### src/rtl/core/set_assoc_lru_cache_defines.svh
// Assertion macros shared by the cache RTL.
// No dependencies; included inside module bodies.
`ifndef SET_ASSOC_LRU_CACHE_DEFINES_SVH
`define SET_ASSOC_LRU_CACHE_DEFINES_SVH
// Property that must hold on every clock edge outside reset.
`define SALC_ASSERT(label, prop, msg) \
  label: assert property (@(posedge clk) disable iff (!rst_n) (prop)) else $error(msg);
// Implication whose consequent is checked in the next cycle, outside reset.
`define SALC_ASSERT_NEXT(label, ante, cons, msg) \
  label: assert property (@(posedge clk) disable iff (!rst_n) (ante) |=> (cons)) else $error(msg);
`endif

### src/rtl/core/salc_pkg.sv
// Package for the set-associative LRU cache: sizes and beat types.
// No dependencies.
package salc_pkg;
  localparam int NUM_SETS  = 4;
  localparam int WAYS      = 4;
  localparam int ADDR_BITS = 16;
  localparam int DATA_BITS = 32;

  localparam int SET_BITS  = (NUM_SETS > 1) ? $clog2(NUM_SETS + 1) - 1 : 0;
  localparam int IDX_W     = (SET_BITS > 0) ? SET_BITS : 1;
  localparam int TAG_BITS  = ADDR_BITS - SET_BITS;
  localparam int WAY_W     = (WAYS > 1) ? $clog2(WAYS) : 1;
  localparam int RANK_W    = WAY_W;

  localparam logic KIND_LOOKUP = 1'b0;
  localparam logic KIND_ADD    = 1'b1;

  typedef struct packed {
    logic        kind;
    logic [15:0] address;
    logic [31:0] write_value;
  } req_t;

  typedef struct packed {
    logic        hit;
    logic [1:0]  set_index;
    logic        evicted;
    logic [15:0] evicted_address;
    logic [31:0] read_value;
  } rsp_t;
endpackage

### src/rtl/core/set_assoc_lru_cache.sv
// Set-associative cache with true LRU replacement, top level.
// Depends on salc_pkg and set_assoc_lru_cache_defines.svh.
//
// Use: present a request beat on in_valid/in_data (kind, address, write_value).
// kind KIND_LOOKUP reads and touches a line; KIND_ADD writes or allocates one.
// Every accepted beat gives exactly one result beat on out_valid/out_data.
// The line store sits in one synchronous memory per field (one row per set,
// all ways side by side), read into a register.
// Flow: the row is read at the accept edge; the next cycle compares all ways,
// builds the result and writes back the row. out_valid rises at the edge that
// ends the compare cycle, unless the output register is still full.
// The read-modify-write of a set row must finish before the next request
// reads the memory, so no request is accepted until the compare cycle is done.
// The result sits in an output register; the next request is accepted while
// it waits, and its result is held back until the register drains.
// Reset: all valid bits clear at once (flip-flops); tags and data need no
// clearing. Ranks live with the valid bits and are cleared too.
// Stall: a blocked out_ready holds the result and stops further accepts once
// a second result is ready.
module set_assoc_lru_cache (
  input  logic           clk,
  input  logic           rst_n,
  input  logic           in_valid,
  output logic           in_ready,
  input  salc_pkg::req_t in_data,
  output logic           out_valid,
  input  logic           out_ready,
  output salc_pkg::rsp_t out_data
);
  import salc_pkg::*;
  `include "set_assoc_lru_cache_defines.svh"

  typedef enum logic [1:0] {ST_IDLE, ST_LOOK, ST_WAIT} state_t;

  // row memories: tag and data, one row per set
  logic [WAYS-1:0][TAG_BITS-1:0]  tag_mem  [NUM_SETS];
  logic [WAYS-1:0][DATA_BITS-1:0] data_mem [NUM_SETS];
  logic [WAYS-1:0][TAG_BITS-1:0]  tag_rd_r;
  logic [WAYS-1:0][DATA_BITS-1:0] data_rd_r;

  // valid bits and ranks in flip-flops
  logic [WAYS-1:0]             valid_r [NUM_SETS];
  logic [WAYS-1:0][RANK_W-1:0] rank_r  [NUM_SETS];

  state_t state_r;
  req_t   req_r;
  rsp_t   out_r, out_nxt;
  logic   out_valid_r;

  logic [IDX_W-1:0]    set_in, set_r;
  logic [TAG_BITS-1:0] tag_r;

  assign set_in = (SET_BITS > 0) ? IDX_W'(in_data.address) : '0;
  assign set_r  = (SET_BITS > 0) ? IDX_W'(req_r.address) : '0;
  assign tag_r  = TAG_BITS'(req_r.address[ADDR_BITS-1:SET_BITS]);

  assign in_ready  = (state_r == ST_IDLE);
  assign out_valid = out_valid_r;
  assign out_data  = out_r;

  // compare stage
  logic [WAYS-1:0]             vrow;
  logic [WAYS-1:0][RANK_W-1:0] rrow, rrow_nxt;
  logic                        hit, has_free, do_write, do_alloc;
  logic [WAY_W-1:0]            hit_way, free_way, old_way, tgt_way;
  logic [RANK_W-1:0]           old_rank, cut_rank;
  logic                        cut_all;

  always_comb begin
    vrow = valid_r[set_r];
    rrow = rank_r[set_r];
    hit = 1'b0; hit_way = '0;
    has_free = 1'b0; free_way = '0;
    old_way = '0; old_rank = '0;
    for (int w = WAYS - 1; w >= 0; w--) begin
      if (vrow[w] && tag_rd_r[w] == tag_r) begin
        hit = 1'b1; hit_way = WAY_W'(w);
      end
      if (!vrow[w]) begin
        has_free = 1'b1; free_way = WAY_W'(w);
      end
    end
    for (int w = 0; w < WAYS; w++) begin
      if (rrow[w] >= old_rank) begin
        old_rank = rrow[w]; old_way = WAY_W'(w);
      end
    end
    do_alloc = !hit && req_r.kind == KIND_ADD;
    do_write = req_r.kind == KIND_ADD;
    tgt_way  = hit ? hit_way : (has_free ? free_way : old_way);
    cut_all  = do_alloc && has_free;
    cut_rank = hit ? rrow[hit_way] : old_rank;
    rrow_nxt = rrow;
    if (hit || do_alloc) begin
      for (int w = 0; w < WAYS; w++) begin
        if (WAY_W'(w) != tgt_way && vrow[w] && (cut_all || rrow[w] < cut_rank))
          rrow_nxt[w] = rrow[w] + RANK_W'(1);
      end
      rrow_nxt[tgt_way] = '0;
    end
    out_nxt = '0;
    out_nxt.hit = hit;
    out_nxt.set_index = 2'(set_r);
    if (hit) out_nxt.read_value = 32'(data_rd_r[hit_way]);
    if (do_alloc && !has_free) begin
      out_nxt.evicted = 1'b1;
      out_nxt.evicted_address = 16'({tag_rd_r[old_way], set_r});
    end
  end

  // memories: read on accept, write back in the compare cycle
  always_ff @(posedge clk) begin
    if (in_valid && in_ready) begin
      tag_rd_r  <= tag_mem[set_in];
      data_rd_r <= data_mem[set_in];
    end
    if (state_r == ST_LOOK && do_write) begin
      data_mem[set_r][tgt_way] <= DATA_BITS'(req_r.write_value);
      if (do_alloc) tag_mem[set_r][tgt_way] <= tag_r;
    end
  end

  always_ff @(posedge clk) begin
    if (in_valid && in_ready) req_r <= in_data;
    if (state_r == ST_LOOK && !(out_valid_r && !out_ready)) out_r <= out_nxt;
    if (!rst_n) begin
      state_r     <= ST_IDLE;
      out_valid_r <= 1'b0;
      for (int s = 0; s < NUM_SETS; s++) begin
        valid_r[s] <= '0;
        rank_r[s]  <= '0;
      end
    end else begin
      // drop the result once taken; the compare cycle reloads it instead
      if (state_r != ST_LOOK && out_valid_r && out_ready) out_valid_r <= 1'b0;
      unique case (state_r)
        ST_IDLE: if (in_valid) state_r <= ST_LOOK;
        ST_LOOK: begin
          // hold the result when the output register is still full
          if (out_valid_r && !out_ready) begin
            state_r <= ST_WAIT;
          end else begin
            state_r     <= ST_IDLE;
            out_valid_r <= 1'b1;
            rank_r[set_r] <= rrow_nxt;
            if (do_alloc) valid_r[set_r][tgt_way] <= 1'b1;
          end
        end
        ST_WAIT: state_r <= ST_LOOK;
        default: state_r <= ST_IDLE;
      endcase
    end
  end

  `SALC_ASSERT(a_one_rank_zero, !(state_r == ST_LOOK && hit) || (rrow_nxt[hit_way] == '0), "hit line not made MRU")
  `SALC_ASSERT_NEXT(a_look_after_accept, in_valid && in_ready, state_r == ST_LOOK, "accept did not start lookup")
  `SALC_ASSERT(a_no_accept_busy, !(in_ready && state_r != ST_IDLE), "accept while busy")
endmodule

### config.mk
export PLATFORM = sky130hd
export DESIGN_NAME = set_assoc_lru_cache
export DESIGN_NICKNAME = d
export VERILOG_FILES = /design/src/rtl/core/salc_pkg.sv /design/src/rtl/core/set_assoc_lru_cache.sv
export VERILOG_INCLUDE_DIRS = /design/src /design/src/rtl/core
export SDC_FILE = /design/constraint.sdc
export NUM_CORES = 1
export LEC_CHECK = 0
export BUFFER_PORTS_ARGS = -buffer_cell sky130_fd_sc_hd__buf_2
export CAP_MARGIN = 25
export CORE_ASPECT_RATIO = 1.1
export CORE_UTILIZATION = 42
export DETAILED_ROUTE_END_ITERATION = 7
export GPL_ROUTABILITY_DRIVEN = 0
export GPL_TIMING_DRIVEN = 0
export PLACE_DENSITY_LB_ADDON = 0.12
export SYNTH_ARGS = -nofsm -noshare
export SYNTH_HDL_FRONTEND = slang
export SYNTH_SLANG_ARGS = --single-unit
### constraint.sdc
create_clock -name clk -period 15.3 [get_ports clk]
set_input_delay 2.295 -clock clk [delete_from_list [all_inputs] [get_ports clk]]
set_output_delay 2.295 -clock clk [all_outputs]
set_load 0.02 [all_outputs]
; After elaboration in Yosys (flattened, before gate mapping)
; Memories as Yosys holds them, arrays and structs flattened. A register that Yosys moved wholly into a read port is not among the register bits.
; Cells that the tools add are included.
[word_totals]
regBits = 104
mem_bits_rw = 784
inputBits = 53
output_inout_bits = 54
word_cells = 156
memories = 4
[memory_table]
columns = memory, depth, word_bits, read_ports, rd_ports_with_merged_regs, wr, line
row1 = data_mem, 4, 128, 1, 1, 1, set_assoc_lru_cache.sv:37  ; logic [WAYS-1:0][DATA_BITS-1:0] data_mem [NUM_SETS];
row2 = tag_mem, 4, 56, 1, 1, 1, set_assoc_lru_cache.sv:36  ; logic [WAYS-1:0][TAG_BITS-1:0] tag_mem [NUM_SETS];
row3 = rank_r, 4, 8, 1, 1, 4, set_assoc_lru_cache.sv:43  ; logic [WAYS-1:0][RANK_W-1:0] rank_r [NUM_SETS];
row4 = valid_r, 4, 4, 1, 1, 4, set_assoc_lru_cache.sv:42  ; logic [WAYS-1:0] valid_r [NUM_SETS];
[classes]
n_addsub = 4
n_lt_le_gt_ge = 12
n_eq_ne = 11
n_mux = 78
n_bitwise = 2
n_reduce_logical = 35
[op_table]
columns = operator, n
row1 = $mux W128, 1
row2 = $mux W2, 33
row3 = $bmux W32 S2, 1
row4 = $demux W32 S2, 1
row5 = $mux W32, 2
row6 = $eq A14 B14 Y1, 4
row7 = $mux W56, 1
row8 = $bmux W14 S2, 1
row9 = $demux W14 S2, 1
row10 = $mux W14, 2
row11 = $mux W1, 25
row12 = $logic_and A1 B1 Y1, 22
row13 = $mux W17, 1
row14 = $mux W8, 2
row15 = $mux W4, 3
row16 = $lt A2 B3 Y1 const B, 3
row17 = $add A2 B1 Y2 const B, 4
row18 = $and A8 B8 Y8, 1
row19 = $lt A2 B2 Y1, 4
row20 = $not A8 Y8, 1
row21 = $reduce_or A8 Y1, 1
row22 = $ge A2 B2 Y1, 3
row23 = $pmux W2 S3, 1
row24 = $logic_or A1 B1 Y1, 5
row25 = 14 further kinds, 19

; Logic depth before layout (Yosys ltp)
[depth]
depth_word = 18
ltp_mapped = 22
mapped_depth_nobuf = 20

; Worst setup path before layout
; Ideal clock, no wire load.
[synth_timing]
path_kind = input port to flip-flop
start = in in_valid
end = reg with a tool-made name
setup_ns = 0.086
arrival_time_ns = 8.446
t_required_ns = 15.214
setup_slack_ns = 6.767
path_stages = 2
n_path_buf = 0
path_cell_list = and2_1 -> mux2_2
[synth_rtl]
columns = item, line
row1 = start: declaration, set_assoc_lru_cache.sv:23  ; input logic in_valid,

==> load_flow_metrics.sql <==
INSERT INTO impl_metrics (metric_group, metric, value, unit) VALUES
('logic_synthesis', 'post_synth_instance_area', '41100', 'sq um'),
('sta', 'setup_repair_after_global_routing_missed_its_margin', 'false', ''),
('global_route', 'grt_first_pass_wirelength', '140000', 'microns'),
('critical_path', 'worst_setup_path_end_kind', 'register', ''),
('power_and_ir_drop', 'power.share.switching', '22.1', '%'),
('finish', 'most_common_cell_after_layout_fill_and_taps_aside', 'sky130_fd_sc_hd__edfxtp_1', ''),
('power_and_ir_drop', 'p_leak', '15.7', 'nW'),
('status', 'status', 'completed', ''),
('finish', 'multi_input_area', '8660', 'sq um'),
('logic_synthesis', 'synth_compound_gate_area_share', '2.30', '%'),
('sta', 'finalMaxSlewViolations', '0', ''),
('die', 'chipHeight', '330', 'microns'),
('critical_path', 'r2r_slack', '7.71', 'ns'),
('finish', 'finish.utilization', '49.3', '%'),
('critical_path', 'critical_path_endpoint', 'data_mem[3][26]', ''),
('sta', 'final-hold-violation-count', '0', ''),
('logic_synthesis', 'postSynthAreaPerCell', '20.8', 'sq um'),
('logic_synthesis', 'synth_largest_area_cell', 'sky130_fd_sc_hd__edfxtp_1', ''),
('logic_synthesis', 'yosys.area_share.xor_xnor', '1.21', '%'),
('critical_path', 'worstPathCellList', 'clkbuf_1 -> buf_2 -> mux2i_1 -> mux2i_1 -> inv_1 -> ha_1 -> nand2b_1 -> a21oi_1 -> mux2_2 -> ha_1 -> nor2b_1 -> o21bai_1 -> mux2_2 -> ha_1 -> nor2b_1 -> o211ai_1 -> or3_1 -> a22o_1 -> o31ai_1 -> nand2_1 -> nor2_4 -> buf_12', ''),
('drt', 'highest_layer', 'met4', ''),
('logic_synthesis', 'synth-edff-count', '1069', ''),
('placed_design', 'hpwlAfterDp', '61800', 'microns'),
('die', 'dieArea', '99200', 'sq um'),
('critical_path', 'timing.rr.end', 'data_mem[3][26]', ''),
('critical_path', 'crit_path_top_delay_cell', 'sky130_fd_sc_hd__nor2_4', ''),
('drt', 'wl_met3', '4150', 'microns'),
('die', 'die-width', '300', 'microns'),
('cts', 'cts_htree_levels', '3', ''),
('global_route', 'groute.usage.overall', '19.5', '%'),
('cts', 'clock_insertion_delay_worst_skew', '0.69', 'ns'),
('global_route', 'antenna_found_initial', '1', ''),
('job', 'max_cap_violations', '0', ''),
('logic_synthesis', 'synth-seq-area-share', '78.3', '%'),
('critical_path', 'cp_top_family', 'simple AND/OR/NAND/NOR gates', ''),
('drt', 'drt_pass1_iterations', '5', ''),
('power_and_ir_drop', 'net-switching-power', '1.38', 'mW'),
('logic_synthesis', 'synth_ff_type', 'sky130_fd_sc_hd__edfxtp_1', ''),
('sta', 'max-slew-margin-rel', '30.3', '%'),
('power_and_ir_drop', 'internal_power', '4.87', 'mW'),
('logic_synthesis', 'post_synth_and_or_nand_nor_area_fraction', '3.62', '%'),
('sta', 'pin_slew_with_the_least_headroom_to_its_limit', '1.05', 'ns'),
('power_and_ir_drop', 'combinational_share_of_power', '5.7', '%'),
('critical_path', 'critical_path_peak_fanout', '19', ''),
('min_path', 'timing.hold.worst.class', 'reg -> reg', ''),
('finish', 'n_fill_cell', '7902', ''),
('drt', 'route.met2.wl', '48700', 'microns'),
('sta', 'post-route-period-util', '49.6', '%'),
('global_route', 'grt_max_degree', '61', ''),
('sta', 'final.setup_skew', '0.0359', 'ns'),
('cts', 'postCtsResizedCells', '0', ''),
('logic_synthesis', 'syn_nets', '2042', ''),
('finish', 'num-nets-final', '2318', ''),
('placed_design', 'place.detailed.instances', '3413', ''),
('sta', 'hold_ws', '0.450', 'ns'),
('finish', 'insertedDiodeCount', '0', ''),
('logic_synthesis', 'yosys_warnings', '0', ''),
('logic_synthesis', 'yosys-top-cells-area', 'sky130_fd_sc_hd__edfxtp_1 78%, sky130_fd_sc_hd__mux4_2 11%, sky130_fd_sc_hd__mux2i_1 1.6%', ''),
('critical_path', 'cp_data_required_time', '15.67', 'ns'),
('finish', 'syn2layout_area_growth', '16.3', '%'),
('die', 'io-pin-count', '107', ''),
('critical_path', 'worst_path_largest_cell_delay', '0.67', 'ns'),
('power_and_ir_drop', 'vdd_drop_max', '81.7', 'uV'),
('sta', 'achievable-frequency', '132', 'MHz'),
('die', 'core-area', '97100', 'sq um'),
('finish', 'fin_cells', '3626', ''),
('global_route', 'grt.overflow.total', '0', ''),
('finish', 'layout-drive-gt1-share', '25.8', '%'),
('critical_path', 'timing.critical_path.arrival', '7.96', 'ns'),
('logic_synthesis', 'count_of_distinct_cell_types_in_the_synthesized_netlist', '72', ''),
('die', 'floorplan.initialDensity', '42.4', '%');
[cell families (layout without fill, tap and decap cells)]
group | Yosys count | in the layout
fa+ha+maj | 13 | 13
flops | 1074 | 1074
mux | 296 | 296
compound gates | 140 | 140
buf+inv | 103 | 472
simple gates | 293 | 293
xor+xnor | 57 | 57
[synth_stat cells, types with 14 or more instances]
cell type                  number
sky130_fd_sc_hd__a211oi_1      34
sky130_fd_sc_hd__a21oi_1       32
sky130_fd_sc_hd__and2_1        21
sky130_fd_sc_hd__buf_1         33
sky130_fd_sc_hd__clkbuf_1      39
sky130_fd_sc_hd__edfxtp_1    1069
sky130_fd_sc_hd__inv_1         14
sky130_fd_sc_hd__mux2_2        38
sky130_fd_sc_hd__mux2i_1       65
sky130_fd_sc_hd__mux4_2       193
sky130_fd_sc_hd__nand2_1       43
sky130_fd_sc_hd__nand3_1       33
sky130_fd_sc_hd__nor2_1       105
sky130_fd_sc_hd__o21ai_0       30
sky130_fd_sc_hd__xnor2_1       21
sky130_fd_sc_hd__xor2_1        36
[per-layer routing]
| layer | up-vias | global-route usage [%] |
|---|---|---|
| met5 | - | 0 |
| met4 | 0 | 6.60 |
| met3 | 154 | 2.76 |
| met2 | 505 | 33.9 |
| met1 | 10500 | 25.2 |
| li1 | 8682 | - |
[registers in the layout, summed over array words and instances, names as in the netlist, named ones only]
register,cells
state_r,2
tag_mem,224
valid_r,16
out_data,52
do_write,1
data_rd_r,128
req_r,46
out_nxt,2
tag_rd_r,56
out_valid,1
rank_r,32
data_mem,512
[how the worst min path moves through the flow]
| stage | from | to | slack (ns) | depth (start not counted) |
|---|---|---|---|---|
| 5_1_grt | out_nxt[50] | out_data[50] | 0.46 | 0 |
| 2_1_floorplan | state_r[0] | state_r[0] | 0.42 | 1 |
| 3_3_place_gp | out_nxt[50] | out_data[50] | 0.43 | 0 |
| 4_1_cts | out_nxt[49] | out_data[49] | 0.45 | 0 |
| 6_report | state_r[0] | state_r[0] | 0.45 | 1 |
| 3_5_place_dp | out_nxt[49] | out_data[49] | 0.44 | 0 |
[final cells by class]
type	instances	area share [%]
clock inverters	58	0.988
flip-flops and latches	1074	67.3
multi-input cells	799	18.1
plain buffers	85	0.729
clock buffers	146	6.08
repair buffers	165	3.33
inverters	18	0.146
well taps	1281	3.35
[power by group through the flow]
| stage | registers (mW) | logic, mW | clock network, mW |
|---|---|---|---|
| finish | 3.36 | 0.358 | 2.53 |
| global route | 3.37 | 0.388 | 2.69 |
| CTS | 3.37 | 0.353 | 2.59 |
| detailed placement | 3.43 | 0.352 | 0 |
| global placement | 3.44 | 0.332 | 0 |
| floorplan | 3.41 | 0.223 | 0 |
[per-stage QoR]
stage          area, sq um  worst slack, ns
6_report             47900             7.71
5_1_grt              47900             7.37
4_1_cts              47700             7.75
3_5_place_dp         44300             7.80
3_3_place_gp         43300             2.09
2_1_floorplan        41100             6.77
Power figures use the tool's default switching activity.
